$ cat config.mk
export PLATFORM = sky130hd
export DESIGN_NAME = nqts_mul
export DESIGN_NICKNAME = d
export VERILOG_FILES = /design/src/sv/nqts_pkg.sv /design/src/sv/nqts_mul.sv
export SDC_FILE = /design/constraint.sdc
export NUM_CORES = 2
export LEC_CHECK = 0
export ABC_CLOCK_PERIOD_IN_PS = 7400
export CELL_PAD_IN_SITES_DETAIL_PLACEMENT = 0
export CELL_PAD_IN_SITES_GLOBAL_PLACEMENT = 1
export CORE_MARGIN = 1
export CORE_UTILIZATION = 49
export CTS_BUF_LIST = sky130_fd_sc_hd__clkbuf_16
export CTS_CLUSTER_DIAMETER = 100
export DETAILED_ROUTE_END_ITERATION = 10
export DONT_BUFFER_PORTS = 1
export PLACE_DENSITY_LB_ADDON = 0.1
export SLEW_MARGIN = 20
export SYNTH_ARGS = -nofsm -noshare
export SYNTH_HDL_FRONTEND = slang
export SYNTH_SLANG_ARGS = --single-unit
$ cat constraint.sdc
create_clock -name clock -period 7.4 [get_ports clock]
set_input_delay 0.74 -clock clock [delete_from_list [all_inputs] [get_ports clock]]
set_output_delay 0.74 -clock clock [all_outputs]
set_load 0.02 [all_outputs]
$ cat src/sv/nqts_pkg.sv
// Shared widths, codes and rounding helpers for the noisy quadrature tone source.
package nqts_pkg;

   // Field and register widths.
   localparam int CSR_IDX_W  = 2;
   localparam int CSR_DATA_W = 18;
   localparam int STEP_W     = 18;
   localparam int GAIN_W     = 16;
   localparam int PAIRS_W    = 13;
   localparam int INDEX_W    = 12;
   localparam int SAMPLE_W   = 16;
   localparam int PHASOR_W   = 32;
   localparam int NOISE_SHIFT = 18;

   // Shared multiplier operand and product widths.
   localparam int MUL_A_W = SAMPLE_W + NOISE_SHIFT + 1;
   localparam int MUL_B_W = STEP_W;
   localparam int PROD_W  = MUL_A_W + MUL_B_W;

   // Rounding shifts for the phasor update and the scaled output.
   localparam int ROT_SHIFT = 16;
   localparam int OUT_SHIFT = 34;

   // Register indexes on the configuration port.
   localparam logic [CSR_IDX_W-1:0] CSR_COS_STEP    = 2'd0;
   localparam logic [CSR_IDX_W-1:0] CSR_SIN_STEP    = 2'd1;
   localparam logic [CSR_IDX_W-1:0] CSR_GAIN        = 2'd2;
   localparam logic [CSR_IDX_W-1:0] CSR_NOISE_PAIRS = 2'd3;

   // Request opcodes.
   localparam logic OP_LOAD = 1'b0;
   localparam logic OP_TICK = 1'b1;

   // Reset values.
   localparam logic signed [PHASOR_W-1:0] PHASOR_ONE     = 32'sh4000_0000;
   localparam logic signed [STEP_W-1:0]   COS_STEP_RESET = 18'sd65536;
   localparam logic [PAIRS_W-1:0]         PAIRS_RESET    = 13'd4096;

   localparam logic signed [PROD_W-1:0] HALF_ROT = PROD_W'(64'd1 << (ROT_SHIFT - 1));
   localparam logic signed [PROD_W-1:0] HALF_OUT = PROD_W'(64'd1 << (OUT_SHIFT - 1));

   // Round to nearest (ties up) by 2^16 and saturate to the phasor width.
   function automatic logic signed [PHASOR_W-1:0] round_phasor(
      input logic signed [PROD_W-1:0] x);
      logic signed [PROD_W-1:0]           y;
      logic [PROD_W-ROT_SHIFT-1:0]        s;
      logic [PROD_W-ROT_SHIFT-PHASOR_W:0] top;
      y   = x + HALF_ROT;
      s   = y[PROD_W-1:ROT_SHIFT];
      top = s[PROD_W-ROT_SHIFT-1:PHASOR_W-1];
      if ((&top) || !(|top)) begin
         round_phasor = s[PHASOR_W-1:0];
      end else if (s[PROD_W-ROT_SHIFT-1]) begin
         round_phasor = {1'b1, {(PHASOR_W-1){1'b0}}};
      end else begin
         round_phasor = {1'b0, {(PHASOR_W-1){1'b1}}};
      end
   endfunction

   // Round to nearest (ties up) by 2^34 and saturate to the sample width.
   function automatic logic signed [SAMPLE_W-1:0] round_sample(
      input logic signed [PROD_W-1:0] x);
      logic signed [PROD_W-1:0]           y;
      logic [PROD_W-OUT_SHIFT-1:0]        s;
      logic [PROD_W-OUT_SHIFT-SAMPLE_W:0] top;
      y   = x + HALF_OUT;
      s   = y[PROD_W-1:OUT_SHIFT];
      top = s[PROD_W-OUT_SHIFT-1:SAMPLE_W-1];
      if ((&top) || !(|top)) begin
         round_sample = s[SAMPLE_W-1:0];
      end else if (s[PROD_W-OUT_SHIFT-1]) begin
         round_sample = {1'b1, {(SAMPLE_W-1){1'b0}}};
      end else begin
         round_sample = {1'b0, {(SAMPLE_W-1){1'b1}}};
      end
   endfunction

endpackage

$ cat src/sv/nqts_mul.sv
// Shared signed multiplier with a registered product.
module nqts_mul
   import nqts_pkg::*;
(
   input  logic                       clock,
   input  logic                       issue,
   input  logic signed [MUL_A_W-1:0]  opa,
   input  logic signed [MUL_B_W-1:0]  opb,
   output logic signed [PROD_W-1:0]   prod
);

   logic signed [PROD_W-1:0] prod_ff;
   logic signed [PROD_W-1:0] prod_in;

   // Full-width signed product; the operands are sign-extended first.
   assign prod_in = PROD_W'(opa) * PROD_W'(opb);

   // The product holds until the next issue.
   always_ff @(posedge clock) begin
      if (issue) begin
         prod_ff <= prod_in;
      end
   end

   assign prod = prod_ff;

endmodule

== Word level (Yosys, flattened, before mapping) ==
Cells that the tools add are included.

* Bits in registers: 53
* Output and inout bits: 53
* Logic and storage cells: 2

* Multiply operators: 1

{| class="wikitable"
|+ Operator list
! operator !! number
|-
| $mul 35x18->53 || 1
|}

== Logic depth before layout (Yosys ltp) ==
* Depth in word-level cells: 1
* Mapped depth: 25
* Gate-level depth less buffers: 23

== Worst setup path before layout ==
OpenSTA, ideal clock, no wires.

* Path type: in2reg
* From: in opb[9]
* To: reg prod_ff[47], in the netlist prod[47] (data pin)
* Library setup time: 0.258 ns
* Data arrival time: 6.459 ns
* Data required time: 7.142 ns
* Setup slack: 0.683 ns
* Cell stages on the path: 23
* Path buffers: 3
* Cell sequence: clkbuf_1 -> clkbuf_1 -> nand2_1 -> fa_1 -> inv_1 -> fa_1 -> fa_1 -> fa_1 -> fa_1 -> inv_1 -> fa_1 -> inv_1 -> ha_1 -> buf_6 -> a211oi_4 -> o21ai_2 -> a41oi_2 -> o21ai_2 -> o211ai_2 -> a31oi_4 -> a221o_2 -> a41oi_2 -> xnor2_1

* Word-level cells in the longest chain between the ends: 1

{| class="wikitable"
|+ Ends and longest elaborated chain
! element !! RTL line !! RTL
|-
| start: declaration || nqts_mul.sv:8 || <nowiki>input logic signed [MUL_B_W-1:0] opb,</nowiki>
|-
| $mul 35x18->53 || nqts_mul.sv:16 || <nowiki>assign prod_in = PROD_W'(opa) * PROD_W'(opb);</nowiki>
|-
| via prod_in[47] || nqts_mul.sv:13 || <nowiki>logic signed [PROD_W-1:0] prod_in;</nowiki>
|-
| end signal: assignment || nqts_mul.sv:21 || <nowiki>prod_ff <= prod_in;</nowiki>
|-
| end: declaration || nqts_mul.sv:12 || <nowiki>logic signed [PROD_W-1:0] prod_ff;</nowiki>
|}

The timed path passes the listed nets, and every way through them passes these cells.
A chain may end at the register's enable or synchronous reset.

== Worst setup path after layout ==
* From: in opb[17]
* To: reg prod_ff[49], in the netlist prod[49] (data pin)

The elaborated chain is that of the path after synthesis.

==> out/results.tsv <==
metric	value	unit
status	finished clean	
mux share of post-synthesis cell area	0	
fill cell count	4271	
antenna violations before repair	0	
Final period util	0.9595	
hold buffers post-CTS	0	
top_reg_cell synth	edfxtp_1	
GRT Util Overall	0.2638	
area delta synth->final	2.665	%
count of final hold-check violations	0	
worst-margin pin slew	0.5481	ns
Slew HR	0.6346	
Most common cell on crit path	fa_1	
# resized after CTS	1	
first-pass GRT wire length	95070	um
ys async rst share	0	
Max FO, Critical Path	13	
final antenna-violating net count	0	
Commonest cells post-synth	inv_1, fa_1, nand2_1	
Worst Hold End	prod[41]	
Total Wirelength	58050	um
unrepaired setup endpoints after global routing	false	
Synth Area in Compound Gates	0.03699	
DR pass1 iterations	5	
worst hold slack	0.4990	ns
Die W	218.0	um
share of cells above drive strength 1	0.01660	
CP max stage cell	a211oi_4	
Mapped Nets	3223	
# rows	78	
residual overflow from global routing	0	
Initial Util	0.5006	
Nets	3131	
CTS Sinks	53	
Die Y	218.0	um
number of flip-flops in the largest register	53	
hold_sp	issue	
vias in the first global route	16830	
Slew Viols, Final	0	
Ports	108	
cell taking the most area after synthesis	fa_1	
most common cell in the netlist	inv_1	
fraction of the mapped netlist area in adder cells	0.5957	
port buffer count	0	
Syn Inst Count	2440	
Arrival @ worst endpoint	7.19	ns
Syn Area/Cell	9.370	um2
# DRC	0	
largest net degree at the start of global routing	54	
CTS max path bufs	2	
GR Util met2	0.4345	
Seq/Total Area, Yosys	0.06961	
Syn. warnings	0	
busiest grt layer	met2	
Simple-Gate Fraction of Synth Area	0.1512	
met1 usage	0.3700	
vias per inst	5.124	
Root Buffer	clkbuf_16	
crit end category	flip-flop	
WHS Path Cells	0	
Synth Area in XOR/XNOR	0.02107	
Worst-path clk slew	0.08	ns
final setup violation count	0	
Core ar.	45670	um2
CP startpoint kind	input port	
Worst Path Required	7.49	ns
#FFs+latches synth	53	
critical path class	in -> reg	
GP Congestion	0.8721	
CTS tree	built	
total number of H-tree levels	2	
GR Util met3	0.03556	
top cell type's share of synthesized area	0.5262	
Min-Delay Path Class	in -> reg	
post-CTS setup buffer count	0	
Highest Clock Rate	140.8	MHz
clock buffer count from CTS	5	
Cell variety after synth	53	
Critical Path, Cell by Cell	inv_2, buf_4, nor2_1, fa_1, fa_1, fa_1, fa_1, fa_1, inv_1, fa_1, inv_1, ha_1, inv_1, nor3_4, nand4_1, a211oi_4, o211ai_2, a31oi_4, a31oi_2, o31ai_2, xor2_1	
via count	15120	
CP max stage delay	0.56	ns
Period minus WS final	7.100	ns
Die ar.	47530	um2
EDFF count, synth	53	
main combinational cell family by area after synthesis	adder cells	
synthesized area	22860	um2
ranking of synthesized cells by area	fa_1, inv_1, edfxtp_1, ha_1, and2_1	
DP Wirelength	47860	um
DRT iter0 DRCs	861	
wire per inst	19.68	um
max-cap violations	0	
==> cell type report <==
cell class | count | area (um2) | share of cell area
multi-input combinational | 1625 | 18420 | 0.7849
inverter | 651 | 2444 | 0.1041
sequential | 53 | 1592 | 0.06780
tap | 600 | 750.7 | 0.03198
clock buffer | 5 | 125.1 | 0.005330
timing repair buffer | 12 | 90.09 | 0.003838
clock inverter | 3 | 46.29 | 0.001972
antenna | 1 | 2.502 | 0.0001066
==> logic make-up (layout without fill, tap and decap cells) <==
| kind of cell | Yosys count | after routing |
|---|---|---|
| buffers and inverters | 762 | 671 |
| flip-flops | 53 | 53 |
| adder cells (fa/ha/maj) | 728 | 728 |
| XOR/XNOR | 55 | 55 |
| AO/OA/AOI/OAI | 120 | 120 |
| AND/OR/NAND/NOR | 722 | 722 |
| other | 0 | 1 |
==> per-layer routing <==
metal	wire length [um]	up-vias
met3	2617	64
met1	26080	7927
met4	1209	0
met5	0	-
met2	28140	334
li1	-	6790
==> worst max-delay path by stage <==
stage             from  depth (start not counted)       end
5_1_grt        opb[17]                         21  prod[49]
2_1_floorplan   opb[9]                         23  prod[47]
6_report       opb[17]                         21  prod[49]
4_1_cts        opb[17]                         21  prod[49]
3_5_place_dp   opb[17]                         21  prod[49]
3_3_place_gp   opb[17]                         21  prod[49]
==> critical path, delay by kind of cell <==
family / cells / cell delay, ns
buf+inv: 5 / 0.70
compound gates: 5 / 1.48
simple gates: 3 / 0.78
xor+xnor: 1 / 0.10
fa+ha+maj: 7 / 3.37
==> cell usage in the layout, fill, tap and decap left out, drive strengths merged, types with 5 or more instances in the layout <==
cell type,synthesis,routed
a211oi,6,6
a21o,12,12
a21oi,41,41
a31oi,9,9
and2,249,249
and3,6,6
buf,3,12
clkbuf,108,5
edfxtp,53,53
fa,601,601
ha,127,127
inv,651,651
nand2,370,370
nand2b,11,11
nand3,15,15
nor2,47,47
nor2b,5,5
nor3,6,6
o21ai,21,21
o21bai,8,8
xnor2,44,44
xor2,11,11
==> per-stage QoR <==
stage	area, um2	worst slack, ns	utilization	TNS, ns	cells
floorplan	22860	0.6834	-	0	2440
global placement	23280	-0.6691	0.5097	-3.419	2941
detailed placement	23280	-0.6430	0.5097	-3.262	2941
CTS	23460	0.06498	0.5136	0	2949
global route	23470	0.1501	0.5139	0	2949
finish	23470	0.2996	0.5139	0	2950
Power is not shown: default switching activity piles up to over one toggle a cycle in this logic, so the estimate is an artifact.
